$ cat config.mk
export PLATFORM = sky130hd
export DESIGN_NAME = awir_div
export DESIGN_NICKNAME = d
export VERILOG_FILES = /design/src/hdl/awir_pkg.sv /design/src/hdl/awir_div.sv
export SDC_FILE = /design/constraint.sdc
export NUM_CORES = 1
export LEC_CHECK = 0
export BUFFER_PORTS_ARGS = -buffer_cell sky130_fd_sc_hd__buf_2
export CORE_MARGIN = 3
export CORE_UTILIZATION = 35
export CTS_BUF_LIST = sky130_fd_sc_hd__clkbuf_16
export DETAILED_ROUTE_END_ITERATION = 8
export GPL_ROUTABILITY_DRIVEN = 1
export SYNTH_ARGS = -nofsm -noshare
export SYNTH_HDL_FRONTEND = slang
export SYNTH_SLANG_ARGS = --single-unit
$ cat constraint.sdc
create_clock -name clk -period 4.45 [get_ports clk]
set_input_delay 0.2225 -clock clk [delete_from_list [all_inputs] [get_ports clk]]
set_output_delay 0.2225 -clock clk [all_outputs]
set_load 0.01 [all_outputs]
$ cat src/hdl/awir_pkg.sv
// package with shared constants, types and the controller state encoding
package awir_pkg;

    localparam int unsigned DEF_MAX_SRC_WIDTH  = 64;
    localparam int unsigned DEF_MAX_SRC_HEIGHT = 64;
    localparam int unsigned DEF_CHANNELS       = 4;
    localparam int unsigned DEF_SAMPLE_BITS    = 16;

    localparam int unsigned SRC_SZ_W = 7;
    localparam int unsigned DST_SZ_W = 9;
    localparam int unsigned COORD_W  = 16;
    localparam int unsigned POS_W    = 17;
    localparam int unsigned WT_W     = 7;
    localparam int unsigned W_W      = 14;
    localparam int unsigned AREA_W   = 14;
    localparam int unsigned PORT_SAMPLE_W = 16;
    localparam int unsigned PORT_CH  = 4;

    localparam logic       OP_STORE   = 1'b0;
    localparam logic       OP_COMPUTE = 1'b1;

    localparam logic [1:0] REG_SRC_WIDTH  = 2'd0;
    localparam logic [1:0] REG_SRC_HEIGHT = 2'd1;
    localparam logic [1:0] REG_DST_WIDTH  = 2'd2;
    localparam logic [1:0] REG_DST_HEIGHT = 2'd3;

    typedef enum logic [3:0] {
        S_IDLE,
        S_MUL,
        S_DSTART,
        S_DWAIT,
        S_CHK,
        S_RD,
        S_ACC,
        S_ASTART,
        S_AWAIT,
        S_OUT
    } awir_state_t;

    typedef struct packed {
        logic clr;
        logic acc;
        logic div_start;
    } lane_ctrl_t;

endpackage

$ cat src/hdl/awir_div.sv
// restoring divider, one quotient bit per cycle
module awir_div import awir_pkg::*; #(
    parameter int unsigned NUM_W = 16,
    parameter int unsigned DEN_W = 9
) (
    input  logic             clk,
    input  logic             rst_n,
    input  logic             start,
    input  logic [NUM_W-1:0] num,
    input  logic [DEN_W-1:0] den,
    output logic             done,
    output logic [NUM_W-1:0] quo,
    output logic [DEN_W-1:0] rem
);

    localparam int unsigned CNT_W = $clog2(NUM_W + 1);

    logic             busy_reg, busy_next;
    logic             done_reg, done_next;
    logic [CNT_W-1:0] cnt_reg, cnt_next;
    logic [NUM_W-1:0] quo_reg, quo_next;
    logic [DEN_W-1:0] rem_reg, rem_next;
    logic [DEN_W:0]   shifted;
    logic             fits;

    always_comb
    begin
        shifted   = {rem_reg, quo_reg[NUM_W-1]};
        fits      = shifted >= {1'b0, den};
        busy_next = busy_reg;
        done_next = 1'b0;
        cnt_next  = cnt_reg;
        quo_next  = quo_reg;
        rem_next  = rem_reg;
        if (start)
        begin
            busy_next = 1'b1;
            cnt_next  = CNT_W'(NUM_W);
            quo_next  = num;
            rem_next  = '0;
        end
        else if (busy_reg)
        begin
            rem_next = fits ? DEN_W'(shifted - {1'b0, den}) : shifted[DEN_W-1:0];
            quo_next = {quo_reg[NUM_W-2:0], fits};
            cnt_next = cnt_reg - 1'b1;
            if (cnt_reg == CNT_W'(1))
            begin
                busy_next = 1'b0;
                done_next = 1'b1;
            end
        end
    end

    always_ff @(posedge clk or negedge rst_n)
    begin
        if (!rst_n)
        begin
            busy_reg <= 1'b0;
            done_reg <= 1'b0;
            cnt_reg  <= '0;
        end
        else
        begin
            busy_reg <= busy_next;
            done_reg <= done_next;
            cnt_reg  <= cnt_next;
        end
    end

    always_ff @(posedge clk)
    begin
        quo_reg <= quo_next;
        rem_reg <= rem_next;
    end

    assign done = done_reg;
    assign quo  = quo_reg;
    assign rem  = rem_reg;

endmodule

-- Word level (Yosys, flattened, before mapping)
Index checks and enable logic that the tools add are counted.
- word-level logic and storage cells: 21
- flip-flop bits (word level): 32
- bits of input ports: 28
- output and inout bits: 26
- $add $sub $neg: 2
- muxes and demuxes: 11
- eq/ne operators: 1
- reductions and logical operators: 1
- order comparisons: 1
- operators by type and width (cell ; number):
    $mux 16 ; 2
    $ge 10x9->1 ; 1
    $mux 5 ; 2
    $mux 9 ; 1
    $sub 9x9->9 ; 1
    $mux 1 ; 6
    $eq 5x1->1 const B ; 1
    $sub 5x1->5 const B ; 1
    $reduce_bool 2->1 ; 1

-- Depth between registers and ports, before layout
- depth in word-level cells: 4
- depth in mapped cells: 10

-- Worst setup path before layout
OpenSTA, ideal clock, no wires.
- path kind: reg-to-reg
- start: register quo_reg[15], in the netlist quo[15]
- end: register rem_reg[2], in the netlist rem[2]
- cell stages (with the launch flop): 11
- buffers on the path: 1
- path slack: 2196 ps
- clock period less this slack: 2254 ps
- data arrival time: 2133 ps
- required time: 4329 ps
- cells stage by stage: edfxtp_1 -> inv_1 -> ha_1 -> inv_1 -> fa_1 -> a211oi_2 -> o21ai_2 -> a31oi_4 -> buf_6 -> mux2i_1 -> o21ai_1
- longest elaborated chain between the ends: 2
- RTL lines (element ; line ; text):
    start, declared ; awir_div.sv:21 ; logic [NUM_W-1:0] quo_reg, quo_next;
    start signal, assigned ; awir_div.sv:73 ; quo_reg <= quo_next;
    $sub 9x9->9 / $ge 10x9->1 (equally long branches) ; awir_div.sv:44, awir_div.sv:29 ;
    $mux 9 (*) ; awir_div.sv:44 ; rem_next = fits ? DEN_W'(shifted - {1'b0, den}) : shifted[DEN_W-1:0];
    end signal, assigned ; awir_div.sv:74 ; rem_reg <= rem_next;
    end, declared ; awir_div.sv:22 ; logic [DEN_W-1:0] rem_reg, rem_next;
Every way passes the cells marked *; elsewhere a longest branch is shown, timed or not.
A chain may end at the register's enable or synchronous reset.

-- Final worst setup path
- start: register quo_reg[15], in the netlist quo[15]
- end: register rem_reg[3], in the netlist rem[3]
The elaborated chain is that of the path after synthesis.

==> results.yml <==
timing:
  skew_ns: 0.00229
  fin_setup_tns_ns: 0
  rsz0062_at_grt: "false"
  max_freq_mhz: 407
  setup_violations: 0
  whs_ns: 0.235
  relSlewSlack_pct: 57.8
  fin_crit_sh_pct: 55.2
  worstMarginPinSlew_ns: 0.632
  layout_min_cycle_time_ns: 2.46
  report.final.slew_viol_count: 0
  hold_viol: 0
critical_path:
  cp_top_family: "compound AO/OA/AOI/OAI gates"
  regToRegStartpoint: "quo[15]"
  critPathCaptureType: "flop"
  crit_cells: 9
  required_ns: 4.58
  path_cells: "inv_1, ha_1, inv_1, fa_1, a211oi_2, o21ai_2, a31oi_4, mux2i_1, a211oi_1"
  critPathMaxStageDelay_ns: 0.42
  setup.worst_path.class: "flop to flop"
  path_buf_inv: 2
  crit_fanout: 14
  r2r.worst_path.cells: 9
  worstPathArrival_ns: 2.58
  reg2reg_to: "rem[3]"
  start_kind: "flop"
  setup.worst_path.start: "quo[15]"
  cp_slowest_cell: "edfxtp_1"
  critPathMostFrequentCell: "inv_1"
  endpoint: "rem[3]"
  reg2reg_setup_slack_ns: 1.99
drt:
  via_per_inst: 4.83
  dr.pass1.iters: 4
  postRouteAntennaNets: 0
  wire_per_inst_um: 12.7
  drtIter0Drc: 41
  drt_wl_total_um: 3640
  vias: 1385
  drc_errors: 0
final_layout:
  drive_above_1_share_pct: 38.2
  n_fill_cell: 466
  seqCellArea_um2: 836
  n_antenna_cell: 0
  largest_reg_flops: 16
  syn_to_final_growth_pct: 24.8
  multi_input_area_um2: 925
  final_cell_mix: "buf_2, inv_1, edfxtp_1"
  layout_commonest_cell: "buf_2"
  final_nets: 259
die:
  die_width_um: 78.8
  ioPinCount: 54
  die_area_um2: 6210
  die_h_um: 78.8
  coreArea_um2: 4910
  initial_core_util_pct: 37.8
  rows: 25
clock_network:
  clock_latency_ns: 0.27
  cts_tree: "yes"
  post_cts_buffers: 0
  clk_root_buffer_cell: "clkbuf_16"
  path_clk_slew_ns: 0.05
  cts-buffers-inserted: 5
  max-clock-path-buffers: 2
  cts-resized-gates: 0
  cts.htree.levels: 2
  holdBufCountCts: 1
  clock_sinks: 32
synthesis:
  synth-async-reset-ratio_pct: 21.9
  synth_edf_count: 16
  ys_seq_elements: 32
  syn_avg_cell_area_um2: 11.3
  syn_area_um2: 1850
  ys_seq_area_share_pct: 45.1
  ys_warn_count: 0
  synth_cell_types: 44
  ys.flop_type: "edfxtp_1"
  syn_nets: 204
  netlist_instances: 164
outcome:
  outcome: "finished, final reports clean"
global_route:
  overflow: 0
  grt_pass1_vias: 1323
  grt_util_all_layers_pct: 12.3
  grt_max_degree: 30
  grt_pass1_wl_um: 6070
  antenna_found_initial: 0
power:
  p_seq_share_pct: 34.2
  p_leak_nw: 1.06
  ir_drop_uv: 260
  powerDensity_nw_per_um2: 608
  power_frac_clock_pct: 22.2
  switching_share_pct: 37.1
  p_int_mw: 0.885
  switchingPower_mw: 0.521
  combPwrFrac_pct: 43.6
placed_design:
  dpl.hpwl_um: 2730
  gp_congestion: 0.757
  io_buffers: 53
min_path:
  min_path_type: "input pin to flop"
flow_run:
  drv_cap: 0
per-layer routing:
layer	part of all wire (%)	routed length, um	up-vias	global-route usage, %
met5	0	0	-	0
met4	0.85	31	0	4.20
met3	6.1	223	6	3.74
met2	46	1680	38	19.3
met1	47	1710	624	16.2
li1	-	-	717	-
power groups by stage:
stage                     clock (mW)  sequential [mW]  combinational [mW]
after CTS                      0.319            0.483               0.619
after detailed placement           0            0.486               0.613
after global routing           0.335            0.494               0.682
after floorplan                    0            0.499               0.457
final                          0.312            0.480               0.613
after global placement             0            0.488               0.613
kinds of logic (layout without fill, tap and decap cells):
logic type / Yosys count / in the layout / share of synthesized area (%)
adders and majority gates: 12 / 12 / 8.50
buffers and inverters: 21 / 77 / 5.06
DFF: 32 / 32 / 45.1
xor gates and xnor gates: 9 / 9 / 4.25
and+or+nand+nor: 37 / 37 / 9.72
AOI/OAI and AO/OA: 35 / 35 / 16.7
muxes: 18 / 18 / 10.7
final cells by class:
type | count | share of cell area [%]
Multi-Input combinational cell | 111 | 40.0
Clock buffer | 5 | 5.41
Tap cell | 67 | 3.62
Timing Repair Buffer | 54 | 11.9
Inverter | 15 | 2.43
Sequential cell | 32 | 36.1
Clock inverter | 3 | 0.541
how the worst min path moves through the flow:
stage	cells past startpoint	to	slack, ns	startpoint
detailed placement	1	cnt_reg[3]	0.07	rst_n
global placement	1	cnt_reg[2]	0.07	rst_n
finish	3	quo[0]	0.23	num[0]
CTS	3	quo[0]	0.23	num[0]
global route	3	quo[0]	0.24	num[0]
floorplan	0	busy_reg	-0.07	rst_n
synth_stat cells (4+ instances only):
master	count	area share [%]
edfxtp_1	16	26
mux2_2	15	9.1
a211oi_1	4	1.6
xor2_1	4	1.9
nor2_1	12	2.4
clkbuf_1	4	0.81
ha_1	11	7.4
nand3_1	4	1.1
inv_1	15	3.0
dfrtp_1	7	9.4
dfxtp_1	9	9.7
xnor2_1	5	2.4
o21ai_0	4	1.1
nand2_1	9	1.8
worst reg2reg max path: stages (launching register included):
cell      delay (ns)
edfxtp_1        0.42
inv_1           0.08
ha_1            0.15
inv_1           0.05
fa_1            0.41
a211oi_2        0.31
o21ai_2         0.14
a31oi_4         0.41
mux2i_1         0.25
a211oi_1        0.09
per-stage QoR:
step                setup slack (ns)  total power [mW]  area [um^2]  utilization (%)  cells
floorplan                       2.20             0.956         1850                -    164
global placement                2.07              1.10         2170             44.1    278
detailed placement              2.01              1.10         2170             44.1    278
CTS                             1.98              1.42         2310             47.1    287
global route                    1.73              1.51         2310             47.1    287
finish                          1.99              1.41         2310             47.1    287
No activity file was read; power rests on OpenSTA's default activity.
