==> src/hdl/awir_pkg.sv <==
// package with shared constants, types and the controller state encoding
package awir_pkg;

    localparam int unsigned DEF_MAX_SRC_WIDTH  = 64;
    localparam int unsigned DEF_MAX_SRC_HEIGHT = 64;
    localparam int unsigned DEF_CHANNELS       = 4;
    localparam int unsigned DEF_SAMPLE_BITS    = 16;

    localparam int unsigned SRC_SZ_W = 7;
    localparam int unsigned DST_SZ_W = 9;
    localparam int unsigned COORD_W  = 16;
    localparam int unsigned POS_W    = 17;
    localparam int unsigned WT_W     = 7;
    localparam int unsigned W_W      = 14;
    localparam int unsigned AREA_W   = 14;
    localparam int unsigned PORT_SAMPLE_W = 16;
    localparam int unsigned PORT_CH  = 4;

    localparam logic       OP_STORE   = 1'b0;
    localparam logic       OP_COMPUTE = 1'b1;

    localparam logic [1:0] REG_SRC_WIDTH  = 2'd0;
    localparam logic [1:0] REG_SRC_HEIGHT = 2'd1;
    localparam logic [1:0] REG_DST_WIDTH  = 2'd2;
    localparam logic [1:0] REG_DST_HEIGHT = 2'd3;

    typedef enum logic [3:0] {
        S_IDLE,
        S_MUL,
        S_DSTART,
        S_DWAIT,
        S_CHK,
        S_RD,
        S_ACC,
        S_ASTART,
        S_AWAIT,
        S_OUT
    } awir_state_t;

    typedef struct packed {
        logic clr;
        logic acc;
        logic div_start;
    } lane_ctrl_t;

endpackage

==> src/hdl/awir_div.sv <==
// restoring divider, one quotient bit per cycle
module awir_div import awir_pkg::*; #(
    parameter int unsigned NUM_W = 16,
    parameter int unsigned DEN_W = 9
) (
    input  logic             clk,
    input  logic             rst_n,
    input  logic             start,
    input  logic [NUM_W-1:0] num,
    input  logic [DEN_W-1:0] den,
    output logic             done,
    output logic [NUM_W-1:0] quo,
    output logic [DEN_W-1:0] rem
);

    localparam int unsigned CNT_W = $clog2(NUM_W + 1);

    logic             busy_reg, busy_next;
    logic             done_reg, done_next;
    logic [CNT_W-1:0] cnt_reg, cnt_next;
    logic [NUM_W-1:0] quo_reg, quo_next;
    logic [DEN_W-1:0] rem_reg, rem_next;
    logic [DEN_W:0]   shifted;
    logic             fits;

    always_comb
    begin
        shifted   = {rem_reg, quo_reg[NUM_W-1]};
        fits      = shifted >= {1'b0, den};
        busy_next = busy_reg;
        done_next = 1'b0;
        cnt_next  = cnt_reg;
        quo_next  = quo_reg;
        rem_next  = rem_reg;
        if (start)
        begin
            busy_next = 1'b1;
            cnt_next  = CNT_W'(NUM_W);
            quo_next  = num;
            rem_next  = '0;
        end
        else if (busy_reg)
        begin
            rem_next = fits ? DEN_W'(shifted - {1'b0, den}) : shifted[DEN_W-1:0];
            quo_next = {quo_reg[NUM_W-2:0], fits};
            cnt_next = cnt_reg - 1'b1;
            if (cnt_reg == CNT_W'(1))
            begin
                busy_next = 1'b0;
                done_next = 1'b1;
            end
        end
    end

    always_ff @(posedge clk or negedge rst_n)
    begin
        if (!rst_n)
        begin
            busy_reg <= 1'b0;
            done_reg <= 1'b0;
            cnt_reg  <= '0;
        end
        else
        begin
            busy_reg <= busy_next;
            done_reg <= done_next;
            cnt_reg  <= cnt_next;
        end
    end

    always_ff @(posedge clk)
    begin
        quo_reg <= quo_next;
        rem_reg <= rem_next;
    end

    assign done = done_reg;
    assign quo  = quo_reg;
    assign rem  = rem_reg;

endmodule

==> src/hdl/awir_lane.sv <==
// one channel lane: weighted accumulate and divide by the footprint area
module awir_lane import awir_pkg::*; #(
    parameter int unsigned SAMPLE_BITS = DEF_SAMPLE_BITS
) (
    input  logic                   clk,
    input  logic                   rst_n,
    input  lane_ctrl_t             ctrl,
    input  logic [SAMPLE_BITS-1:0] sample,
    input  logic [W_W-1:0]         weight,
    input  logic [AREA_W-1:0]      area,
    output logic                   done,
    output logic [SAMPLE_BITS-1:0] avg
);

    localparam int unsigned ACC_W = SAMPLE_BITS + W_W;

    logic [ACC_W-1:0]  acc_reg, acc_next;
    logic [ACC_W-1:0]  quo;

    always_comb
    begin
        acc_next = acc_reg;
        if (ctrl.clr)
            acc_next = '0;
        else if (ctrl.acc)
            acc_next = acc_reg + ACC_W'(ACC_W'(sample) * ACC_W'(weight));
    end

    always_ff @(posedge clk)
    begin
        acc_reg <= acc_next;
    end

    awir_div #(
        .NUM_W (ACC_W),
        .DEN_W (AREA_W)
    ) u_div (
        .clk   (clk),
        .rst_n (rst_n),
        .start (ctrl.div_start),
        .num   (acc_reg),
        .den   (area),
        .done  (done),
        .quo   (quo),
        .rem   ()
    );

    assign avg = quo[SAMPLE_BITS-1:0];

endmodule

==> config.mk <==
export PLATFORM = sky130hd
export DESIGN_NAME = awir_lane
export DESIGN_NICKNAME = d
export VERILOG_FILES = /design/src/hdl/awir_pkg.sv /design/src/hdl/awir_div.sv /design/src/hdl/awir_lane.sv
export SDC_FILE = /design/constraint.sdc
export NUM_CORES = 1
export LEC_CHECK = 0
export ABC_CLOCK_PERIOD_IN_PS = 9000
export BUFFER_PORTS_ARGS = -buffer_cell sky130_fd_sc_hd__clkbuf_2
export CORE_ASPECT_RATIO = 1.4
export CORE_MARGIN = 1.5
export CORE_UTILIZATION = 69
export CTS_CLUSTER_DIAMETER = 100
export DETAILED_ROUTE_END_ITERATION = 10
export PLACE_DENSITY = 0.95
export SYNTH_ARGS = -nofsm -noshare
export SYNTH_HDL_FRONTEND = slang
export SYNTH_SLANG_ARGS = --single-unit
==> constraint.sdc <==
create_clock -name clk -period 9 [get_ports clk]
set_clock_uncertainty 0.2 [all_clocks]
set_input_delay 2.25 -clock clk [delete_from_list [all_inputs] [get_ports clk]]
set_output_delay 2.25 -clock clk [all_outputs]
set_load 0.05 [all_outputs]
* Word level (Yosys, flattened, before mapping) *
Index checks and enable logic that the tools add are counted.

storage, ports and cells
  input bits = 49
  register bits after elaboration = 81

operators by class
  multipliers = 1
  muxes and demuxes = 11
  magnitude comparators = 1
  equality and inequality tests = 1
  $add $sub $neg = 3
  reductions and logical operators = 1

operator list
  kind                 number
  $mux 30              2
  $add 30x30->30       1
  $mul 16x14->30       1
  $ge 15x14->1         1
  $mux 14              1
  $sub 14x14->14       1
  $mux 5               2
  $mux 1               6
  $eq 5x1->1 const B   1
  $sub 5x1->5 const B  1
  $reduce_bool 2->1    1

* Depth between registers and ports, before layout *
Gate-level depths: netlist (run 1).

  depth in word-level cells = 4
  gate-level depth with buffers = 24
  depth with buffers taken out = 22

* Cells and area by module *
Synthesis (run 1) repeated with hierarchy kept, for this count alone.

second synthesis, totals
  cell total of the unflattened synthesis = 1327
  area, all modules = 12373.1 sq um

modules (own cells, without submodules)
  module     instances  seq. area each (sq um)  area each (sq um)  cells an instance
  awir_lane  1          600.6                   9328.9             1043
  awir_div   1          1356.3                  3044.2             284

* Worst setup path after synthesis (run 1) *
No wires, ideal clock.

  kind = input-to-reg
  start = input sample[9]
  end = register acc_reg[29]
  setup time = 0.134 ns
  path slack = 1.144 ns
  arrival = 7.522 ns
  data required time = 8.666 ns
  cell stages on the path = 21
  cell sequence = clkbuf_1 and2_1 fa_1 inv_1 fa_1 inv_1 fa_1 inv_1 fa_1 inv_1 fa_1 fa_1 ha_1 clkbuf_1 nand4_1 a21oi_1 a21oi_1 o22ai_2 nand4_2 and4_1 or4_1

on the way
  word-level cells in the longest chain between the ends = 2

RTL lines
  what                    line             RTL
  start: declaration      awir_lane.sv:8   input logic [SAMPLE_BITS-1:0] sample,
  $mul 16x14->30          awir_lane.sv:26  acc_next = acc_reg + ACC_W'(ACC_W'(sample) * ACC_W'(weight));
  $add 30x30->30          awir_lane.sv:26
  end signal: assignment  awir_lane.sv:31  acc_reg <= acc_next;
  end: declaration        awir_lane.sv:17  logic [ACC_W-1:0] acc_reg, acc_next;

Every way passes these cells.
A chain may end at the register's enable or synchronous reset.

* Worst setup path after layout (run 1) *
  start = input weight[0]
  end = register acc_reg[29]

on the way
  word-level cells in the longest chain between the ends = 2

RTL lines
  what                line             RTL
  start: declaration  awir_lane.sv:9   input logic [W_W-1:0] weight,
  $mul 16x14->30      awir_lane.sv:26
  $add 30x30->30      awir_lane.sv:26

Every way passes these cells.

==> impl_results.md, run 1 <==
- # setup viols final: 0
- Met1 usage: roughly 35%
- Aggregate global-route resource usage: ~32%
- Synthesis-stage register bit count: 81
- Die area: about 0.018 sq mm
- Wire length per cell: about 18 um
- Port Buf Inserts: 65
- Share of cells above drive strength 1: 9.74%
- Area growth from synthesis to layout: 4.63%
- Met2 GRT Util: 56.3%
- Vias in the first global route: just under 10000
- Synthesized area: between 0.01 and 0.015 sq mm
- Setup repair after global routing missed its margin: false
- Worst skew pair latency: 0.33 ns
- Overflow left after global routing: 0
- Fin. Hold Viols: 0
- GP Congestion: between 0.9 and 1
- Vias: a little over 9000
- Ys Warns: 0
- Starting density of the core: a little over two thirds
- Clock Tree Buf Depth: 2
- Global-route wire length before repair: about 46 mm
- Cts repair resizes: 0
- Post-route DRC: 0
- Die W: between 100 and 150 um
- Element type at the critical path end: flip-flop
- Max Freq: 124 MHz
- Cell Rows: 57
- Worst Setup Path Type: in2reg
- FFs w/ async S/R, synth: under 10%
- Syn Nets: between 1500 and 2000
- Worst slew pin tran: between 0.8 and 0.9 ns
- Register area share after synthesis: about 16%
- Setup TNS: 0 ns
- Crit path launch type: input pin
- Drt total wl: about 28 mm
- Slowest cell on crit path: fa_1
- Cell Chain, Critical Path: clkbuf_2, and2_1, fa_1, inv_1, fa_1, inv_1, fa_1, fa_1, fa_1, inv_1, fa_1, inv_1, ha_1, nand4_1, a21oi_1, a21oi_1, o22ai_2, nand4_2, and4_1, or4_1
- Antenna diodes: 0
- I/O pin count: 66
- Pins Over Slew Limit: 0
- DRT Pass-1 Iters: 5
- Hold Crit Class: reg2reg
- CTS tree: built
- Initial drt markers: ~690
- Num CTS Buffers: 9
- Final Cycle Share: around nine tenths
- Max incr delay on CP: 0.56 ns
- Antenna viol nets, final: 0
- Min Tclk post-route: approximately 8.1 ns
- CP delay by family, top: adder cells
- Crit path max fanout: 16
- H-tree depth reported by CTS: 3
- Post-synth EDFFs: 30
- Cell variety after synth: 66
- Slew margin rel.: roughly 45%
- Met3 GRT Util: roughly 6.8%
- Top FF cell, synth: dfxtp_1
- Core area: about 0.017 sq mm
- Vias per cell: 5.93
- Mapped Avg Cell Area: a little over 9 sq um
- GR peak layer: met2
- Clock transition at the register clock pins on the worst setup and hold paths after CTS: 0.06 ns
- Worst path most repeated cell: fa_1
- WP data required: about 9 ns
- Area taken by flip-flops and latches: about 0.002 sq mm
- Outcome: finished, final reports clean
- CP bufs+invs: 5
- Largest net degree at the start of global routing: 55
- Antenna violations before repair: 0
- Multi-input combinational cell area: ~0.009 sq mm
- Clock sink total: 81
- Die height: 160 um
- Reg2reg setup slack: about 2.8 ns
- CP Data Arrival Time: around 8.1 ns
- CTS root buf: clkbuf_16
- Filler cells: between 1000 and 1500
- Max-Cap Viols: 0
- Post-CTS Hold Buffers: 0
- # nets final: around 1700
- Post-CTS setup buffer count: 0
- Detailed-placement wirelength estimate: between 20 and 25 mm
- Post-Syn Instances: between 1000 and 1500
==> final timing paths <==
kind | from | to | cells past startpoint
max | weight[0] | acc_reg[29] | 20
min | acc_reg[20] | acc_reg[20] | 2
max reg2reg | acc_reg[11] | acc_reg[29] | 19
min reg2reg | acc_reg[20] | acc_reg[20] | 2
max in group asynchronous | rst_n | u_div.busy_reg | 1
min in group asynchronous | rst_n | u_div.done | 1
==> per-stage QoR <==
step	utilization, %	setup slack (ns)	std cells	cell area, sq um	hold WS [ns]
global placement	71.8	0.827	1535	12400	0.280
finish	73.5	0.946	1550	12700	0.294
CTS	73.5	1.02	1550	12700	0.290
floorplan	-	1.14	1308	12200	0.241
global route	73.5	0.677	1550	12700	0.302
detailed placement	71.8	0.691	1535	12400	0.283
==> worst register-to-register path: cells and delay by family (launching register included) <==
kind,cells,cell delay [ns]
DFF,1,0.36
and+or+nand+nor,3,0.89
buffers and inverters,5,0.35
AOI/OAI and AO/OA,4,0.65
adders and majority gates,7,3.58
==> synthesized netlist by cell type, types with 2 or more instances <==
master    count  share of area [%]
and3_1        2               0.10
a31oi_1       4               0.21
nor2_1       50                1.5
mux2i_1      22                1.8
edfxtp_1     30                7.4
nand4_1       9               0.46
buf_4        17                1.0
a21oi_1      35                1.4
clkbuf_1     51                1.6
and2_1      125                6.4
buf_1         4               0.12
o221ai_1      3               0.22
nand2_1     135                4.2
a211oi_1     17                1.0
ha_1        101                 10
dfrtp_1       7                1.4
or2_2         3               0.15
xor2_1       13               0.93
nor2b_1       7               0.36
o211ai_1      4               0.25
nand2b_1     10               0.51
o21ai_0      37                1.5
o31a_1        2               0.14
o21a_1        9               0.55
inv_1       242                7.5
buf_6         2               0.18
a21o_1       14               0.86
dfxtp_1      44                7.2
buf_2         2              0.082
fa_1        195                 32
nand3_1       8               0.33
nor3_1        7               0.29
o31ai_1       2               0.12
o21bai_1      3               0.18
xnor2_1      28                2.0
o22ai_1       3               0.15
nor3b_1       3               0.18
mux2_2       30                2.8
==> final cells by class <==
cell class / count / area share [%]
clock buffer: 10 / 1.88
multi-input combinational: 909 / 70.2
clock inverter: 5 / 0.442
sequential: 81 / 15.4
tap: 236 / 2.32
timing repair buffer: 67 / 2.67
inverter: 242 / 7.13
==> per-layer routing <==
layer	wire length [um]	share of wire [%]
met5	0	0
met4	1990	7.1
met3	1580	5.6
met2	15000	53
met1	9480	34
==> cell usage in the layout, fill, tap and decap left out, types with 7 or more instances in the layout <==
cell and instances:
nand2_1 135, nor3_1 7, dfxtp_1 44, xnor2_1 28, nand2b_1 10, clkbuf_16 9
nor2_1 50, mux2_2 30, o21ai_0 37, a21oi_1 35, nand4_1 9, dfrtp_1 7
mux2i_1 22, xor2_1 13, nor2b_1 7, and2_1 125, clkbuf_2 65, o21a_1 9
a211oi_1 17, nand3_1 8, inv_1 242, edfxtp_1 30, fa_1 195, ha_1 101
a21o_1 14
==> logic make-up (layout without fill, tap and decap cells) <==
kind of cell | after synthesis | in the layout | synth area share, %
fa+ha+maj | 296 | 296 | 42.4
buf+inv | 318 | 324 | 10.5
compound gates | 151 | 151 | 8.26
mux | 52 | 52 | 4.58
flops | 81 | 81 | 16.1
simple gates | 369 | 369 | 15.2
xor+xnor | 41 | 41 | 2.95
Power of run 1 is not shown: default switching activity piles up to over one toggle a cycle in this logic, so the estimate is an artifact.
==> run 2: changes to the inputs <==
==> constraint.sdc (replaced) <==
create_clock -name clk -period 9 [get_ports clk]
set_clock_uncertainty 0.2 [all_clocks]
set_input_delay 1.8 -clock clk [delete_from_list [all_inputs] [get_ports clk]]
set_output_delay 1.8 -clock clk [all_outputs]
set_load 0.05 [all_outputs]
==> run 2 against run 1 <==
Net effect: worst setup slack better by 0.46 ns; critical path depth is the same; sequential cell count is the same; design area about the same; non-clock buffer count did not move; via count rose by 0.98%; largest cell class unchanged; first-iteration DRC count up 18%; die area unchanged; highest routed layer unchanged; core utilization hardly changed; sequential share of layout area about the same.
==> impl_results.md, run 2 (synthesis gave the netlist of run 1 again) <==
- CP Data Arrival Time: 7.61 ns (was 8.05 ns)
- Setup TNS: 0 ns (unchanged)
- Largest net degree at the start of global routing: 55 (unchanged)
- Hold Crit Class: reg2reg (unchanged)
- Aggregate global-route resource usage: 32.8% (was 32.3%)
- CTS tree: built (unchanged)
- Filler cells: 1115 (was 1121)
- I/O pin count: 66 (unchanged)
- Worst skew pair latency: 0.34 ns (was 0.33 ns)
- Met3 wire len: 1.56 mm (was 1.58 mm)
- Clock Tree Buf Depth: 2 (unchanged)
- Initial drt markers: 809 (was 686)
- DRT Pass-1 Iters: 6 (was 5)
- Max Freq: 132 MHz (was 124 MHz)
- Cts repair resizes: 0 (unchanged)
- Pins Over Slew Limit: 0 (unchanged)
- H-tree depth reported by CTS: 3 (unchanged)
- Overflow left after global routing: 0 (unchanged)
- Vias in the first global route: 9954 (was 9849)
- FF-to-FF path depth: 19 (unchanged)
- Clock transition at the register clock pins on the worst setup and hold paths after CTS: 0.06 ns (about the same)
- Slew margin rel.: 42.7% (was 44.6%)
- Share of cells above drive strength 1: 9.66% (was 9.74%)
- Wire length on met2: 15.2 mm (was 15.0 mm)
- Cell Rows: 57 (unchanged)
- Antenna violations before repair: 0 (unchanged)
- Die area: 0.0185 sq mm (unchanged)
- Area growth from synthesis to layout: 4.66% (was 4.63%)
- Min-Delay Path Depth: 2 (unchanged)
- Outcome: finished, final reports clean (unchanged)
- Num CTS Buffers: 9 (unchanged)
- Vias per cell: 5.99 (was 5.93)
- DRT met1 WL: 9.70 mm (was 9.48 mm)
- GP Congestion: 0.975 (about the same)
- Post-CTS setup buffer count: 0 (unchanged)
- Die W: 115 um (unchanged)
- WP data required: 9.01 ns (was 9.00 ns)
- Clock sink total: 81 (unchanged)
- Max-Cap Viols: 0 (unchanged)
- # nets final: 1655 (unchanged)
- Post-route DRC: 0 (unchanged)
- Final Cycle Share: 84.4% (was 89.5%)
- Post-CTS Hold Buffers: 0 (unchanged)
- Highest Signal Layer: met4 (unchanged)
- CTS root buf: clkbuf_16 (unchanged)
- Drt total wl: 28.5 mm (was 28.0 mm)
- Reg2reg end: acc_reg[29] (unchanged)
- Detailed-placement wirelength estimate: 22.7 mm (was 22.8 mm)
- Wire length per cell: 18.4 um (was 18.1 um)
- Element type at the critical path end: flip-flop (unchanged)
- Global-route wire length before repair: 47.1 mm (was 46.3 mm)
- Antenna diodes: 0 (unchanged)
- Worst slew pin tran: 0.860 ns (was 0.831 ns)
- Setup repair after global routing missed its margin: false (unchanged)
- # setup viols final: 0 (unchanged)
- Vias: 9285 (was 9195)
- Commonest non-fill, non-tap cells in the layout: inv_1 (242), fa_1 (195), nand2_1 (135), and2_1 (125), ha_1 (101) (unchanged)
- Commonest non-fill, non-tap cell in the layout: inv_1 (unchanged)
- Crit path launch type: input pin (unchanged)
- Min Tclk post-route: 7.60 ns (was 8.05 ns)
- Hold Crit Start: acc_reg[20] (unchanged)
- Hold endpoint: acc_reg[20] (unchanged)
- Antenna viol nets, final: 0 (unchanged)
- Die height: 160 um (unchanged)
- Reg2reg setup slack: 2.91 ns (was 2.84 ns)
- Fin. Hold Viols: 0 (unchanged)
- Worst Setup Path Type: in2reg (unchanged)
- Port Buf Inserts: 65 (unchanged)
- Starting density of the core: 70.3% (unchanged)
- Core area: 0.0173 sq mm (unchanged)
- Worst r2r src: acc_reg[11] (unchanged)
- Crit path max fanout: 16 (unchanged)
## run 2: cell types whose count changed in the layout (fill, tap and decap cells not counted), sizes merged
cell / change
clkbuf: +2
clkinvlp: -1
## run 2: through the flow
stage	instances	cell area [sq um]	hold slack, ns	setup slack (ns)	utilization, %
final	1551	12700	0.294	1.40	73.6
after global routing	1551	12700	0.324	1.14	73.6
after CTS	1551	12700	0.295	1.50	73.6
after detailed placement	1535	12400	0.286	1.15	71.8
after global placement	1535	12400	0.280	1.28	71.8
after floorplan	1308	12200	0.241	1.59	-
## run 2: how the worst max path moves through the flow
stage                     cells after the start           to  slack (ns)        from
final                                        20  acc_reg[29]        1.40   weight[0]
after global routing                         20  acc_reg[29]        1.14   weight[0]
after CTS                                    20  acc_reg[29]        1.50   weight[0]
after detailed placement                     20  acc_reg[29]        1.15   weight[0]
after global placement                       20  acc_reg[29]        1.28  sample[12]
after floorplan                              21  acc_reg[29]        1.59   sample[9]
## run 2: per-layer routing
layer  global-route usage [%]  vias to the layer above
li1                         -                     4099
met4                     20.7                        0
met5                        0                        -
met1                     36.2                     4572
met3                     6.26                      175
met2                     57.1                      439
## run 2: final cells by class
type                            count  area [sq um]  share of cell area (%)
Timing Repair Buffer               67           340                    2.67
Sequential cell                    81          1960                    15.4
Tap cell                          236           295                    2.32
Inverter                          242           908                    7.13
Multi-Input combinational cell    909          8950                    70.2
Clock inverter                      4          52.6                   0.412
Clock buffer                       12           246                    1.93
## run 2: worst max-delay path, cell delays in order
cell and delay [ns]:
clkbuf_2 0.23, and2_1 0.26, fa_1 0.51, inv_1 0.06
fa_1 0.54, inv_1 0.06, fa_1 0.50, fa_1 0.54
fa_1 0.59, inv_1 0.07, fa_1 0.53, inv_1 0.05
ha_1 0.35, nand4_1 0.11, a21oi_1 0.13, a21oi_1 0.14
o22ai_2 0.27, nand4_2 0.17, and4_1 0.21, or4_1 0.51
Power of run 2 is left out for the same reason.
==> run 3: changes to the inputs <==
ABC_AREA = 1   (was not set)
ABC_CLOCK_PERIOD_IN_PS = 6400   (was 9000)
CORE_UTILIZATION = 58   (was 69)
PLACE_DENSITY = 0.88   (was 0.95)
clock period = 6.4 ns   (was 9 ns; I/O delays follow)
==> run 3 against run 2 <==
Net effect: first-iteration DRC count down 0.49%; synthesized cell count rose by 41%; highest routed layer unchanged; sequential cell count unchanged; clock-buffer cell count shrank 3; via count up 25%; critical path depth increased by 2; worst hold slack worse by 0.0080 ns; synthesized area increased by 8.4%; sequential share of layout area shrank 1.9 points; die area grew 28%.
==> impl_results.md, run 3 <==
- Worst skew pair latency: 0.35 ns (was 0.34 ns)
- DRT met1 WL: 11.6 mm (was 9.70 mm)
- Crit path launch type: input pin (unchanged)
- Drt total wl: 33.5 mm (was 28.5 mm)
- Highest Signal Layer: met4 (unchanged)
- CP bufs+invs: 7 (was 5)
- Post-route DRC: 0 (unchanged)
- Synth top area cells: fa_1 (30%), nand2_1 (16%), inv_1 (15%), ha_1 (9.6%), edfxtp_1 (6.8%) (was fa_1 (32%), ha_1 (10%), inv_1 (7.5%), edfxtp_1 (7.4%), dfxtp_1 (7.2%))
- Synthesis-stage register bit count: 81 (unchanged)
- Slowest cell on crit path: fa_1 (unchanged)
- Share of the synthesized area in the top cell type: 29.6% (was 32.1%)
- Filler cells: 1791 (was 1115)
- Overflow left after global routing: 0 (unchanged)
- Antenna diodes: 0 (unchanged)
- GP Congestion: 0.961 (was 0.975)
- I/O pin count: 66 (unchanged)
- CTS root buf: clkbuf_16 (unchanged)
- Wire length per cell: 15.1 um (was 18.4 um)
- Mapped Avg Cell Area: 7.16 sq um (was 9.31 sq um)
- Hold Crit Class: reg2reg (unchanged)
- Clock transition at the register clock pins on the worst setup and hold paths after CTS: 0.07 ns (was 0.06 ns)
- Vias per cell: 5.22 (was 5.99)
- DRT Pass-1 Iters: 8 (was 6)
- CP Data Arrival Time: 6.26 ns (was 7.61 ns)
- Vias in the first global route: 11900 (was 9954)
- Starting density of the core: 58.8% (was 70.3%)
- Wire length on met2: 18.2 mm (was 15.2 mm)
- Fin. Hold Viols: 0 (unchanged)
- Core area: 0.0224 sq mm (was 0.0173 sq mm)
- Max-Cap Viols: 0 (unchanged)
- Top cell type by total area after synthesis: fa_1 (unchanged)
- Post-synth EDFFs: 30 (unchanged)
- Commonest non-fill, non-tap cell in the layout: nand2_1 (was inv_1)
- Synth top cells by count: nand2_1 (550), inv_1 (514), fa_1 (195) (was inv_1 (242), fa_1 (195), nand2_1 (135))
- Non-filler cells, final: 2224 (was 1551)
- Die area: 0.0237 sq mm (was 0.0185 sq mm)
- Largest net degree at the start of global routing: 39 (was 55)
- Commonest non-fill, non-tap cells in the layout: nand2_1 (546), inv_1 (514), fa_1 (195), ha_1 (95) (was inv_1 (242), fa_1 (195), nand2_1 (135), and2_1 (125), ha_1 (101))
- Synthesized area: 0.0132 sq mm (was 0.0122 sq mm)
- Antenna violations before repair: 0 (unchanged)
- Element type at the critical path end: flip-flop (unchanged)
- Syn Nets: 2187 (was 1653)
- WP data required: 6.45 ns (was 9.01 ns)
- Aggregate global-route resource usage: 29.2% (was 32.8%)
- Detailed-placement wirelength estimate: 27.7 mm (was 22.7 mm)
- Port Buf Inserts: 65 (unchanged)
- Cell Chain, Critical Path: buf_2, buf_4, nand2_1, inv_1, fa_1, inv_1, fa_1, inv_1, fa_1, fa_1, fa_1, fa_1, ha_1, nand2_1, nor2_1, inv_1, nor2_1, nand4_1, nand4_1, nand3_1, nand2_1, inv_1 (was clkbuf_2, and2_1, fa_1, inv_1, fa_1, inv_1, fa_1, fa_1, fa_1, inv_1, fa_1, inv_1, ha_1, nand4_1, a21oi_1, a21oi_1, o22ai_2, nand4_2, and4_1, or4_1)
- Max Freq: around 160 MHz
- Cell Rows: 65 (was 57)
- Min Tclk post-route: approximately 6.2 ns
- Die W: 130 um (was 115 um)
- Top FF cell, synth: dfxtp_1 (unchanged)
- Post-CTS Hold Buffers: 0 (unchanged)
- FFs w/ async S/R, synth: 8.64% (unchanged)
- Area growth from synthesis to layout: 10.3% (was 4.66%)
- Ys Warns: 0 (unchanged)
- Worst r2r src: acc_reg[11] (unchanged)
- Crit path launch: weight[2] (was weight[0])
- # setup viols final: 0 (unchanged)
- Antenna viol nets, final: 0 (unchanged)
- Vias: 11600 (was 9285)
- Share of cells above drive strength 1: 10.3% (was 9.66%)
- Num CTS Buffers: 9 (unchanged)
- Outcome: finished, final reports clean (unchanged)
- Slew margin rel.: 18.2% (was 42.7%)
- Placed cell count: 2208 (was 1535)
- Worst Setup Path Type: in2reg (unchanged)
- Clock sink total: 81 (unchanged)
- Global-route wire length before repair: 54.1 mm (was 47.1 mm)
- Most numerous cell in the Yosys netlist: nand2_1 (was inv_1)
- Final Cycle Share: slightly below 100%
- H-tree depth reported by CTS: 3 (unchanged)
- Pins Over Slew Limit: 0 (unchanged)
- Max incr delay on CP: 0.55 ns (was 0.59 ns)
- Worst slew pin tran: 1.23 ns (was 0.860 ns)
- # nets final: 2263 (was 1655)
- Clock Tree Buf Depth: 2 (unchanged)
- Hold Crit Start: u_div.rem[1] (was acc_reg[20])
- CP delay by family, top: adder cells (unchanged)
- Initial drt markers: 805 (was 809)
- CTS tree: built (unchanged)
- Post-Syn Instances: 1842 (was 1308)
- Cell variety after synth: 38 (was 66)
- Die height: 181 um (was 160 um)
- Worst path most repeated cell: fa_1 (unchanged)
- Crit path max fanout: 7 (was 16)
- Met3 wire len: 1.50 mm (was 1.56 mm)
- Register area share after synthesis: 14.8% (was 16.1%)
[run 3: final timing paths]
| kind | end | slack, ns | depth (start not counted) |
|---|---|---|---|
| worst max-delay path | acc_reg[22] | 0.19 | 22 |
| worst max register to register | acc_reg[21] | 0.91 | 23 |
| min in group asynchronous | u_div.cnt_reg[4] | 0.55 | 1 |
| worst min-delay path | u_div.rem[1] | 0.29 | 2 |
| max in group asynchronous | u_div.cnt_reg[0] | 5.27 | 1 |
| worst min register to register | u_div.rem[1] | 0.29 | 2 |
[run 3: worst min-delay path, stage by stage (launching register included)]
cell and delay, ns:
dfxtp_1 0.33, nand2_1 0.07, nand2_1 0.05
[run 3: stage by stage]
step	area (sq um)	hold WS [ns]	TNS, ns	setup slack (ns)	utilization [%]
2_1_floorplan	13200	0.245	-0.0127	-0.0127	-
4_1_cts	14400	0.282	0	0.0558	64.3
6_report	14600	0.286	0	0.195	64.9
5_1_grt	14600	0.314	-0.0356	-0.0127	64.9
3_5_place_dp	14100	0.269	-2.76	-0.303	62.9
3_3_place_gp	14100	0.261	-1.53	-0.198	62.9
[run 3: area by class of cell]
cell class                 instances  area [sq um]  area share, %
multi-input combinational       1166          9030           62.0
sequential                        81          1960           13.4
inverter                         516          1940           13.3
timing repair buffer             144           948           6.51
tap                              301           377           2.59
clock buffer                       9           225           1.55
clock inverter                     7          86.3          0.593
[run 3: cells by family (layout without fill, tap and decap cells)]
group | after synthesis | count (layout) | share of synthesized area, %
and+or+nand+nor | 740 | 740 | 22.8
AOI/OAI and AO/OA | 112 | 112 | 4.49
xor gates and xnor gates | 18 | 18 | 1.19
DFF | 81 | 81 | 14.8
adders and majority gates | 296 | 296 | 39.2
buffers and inverters | 595 | 676 | 17.5
[run 3: metal layers]
layer	GRT usage [%]	vias to the layer above
li1	-	5472
met1	30.8	5534
met2	54.0	442
met3	3.65	161
met4	17.9	0
met5	0	-
[run 3: timing repair]
| item | 4_1_cts | 5_1_grt |
|---|---|---|
| buffers inserted | 0 | 0 |
| resized for setup | 0 | 42 |
| setup endpoints to repair | 0 | 13 |
Power of run 3 is left out for the same reason.
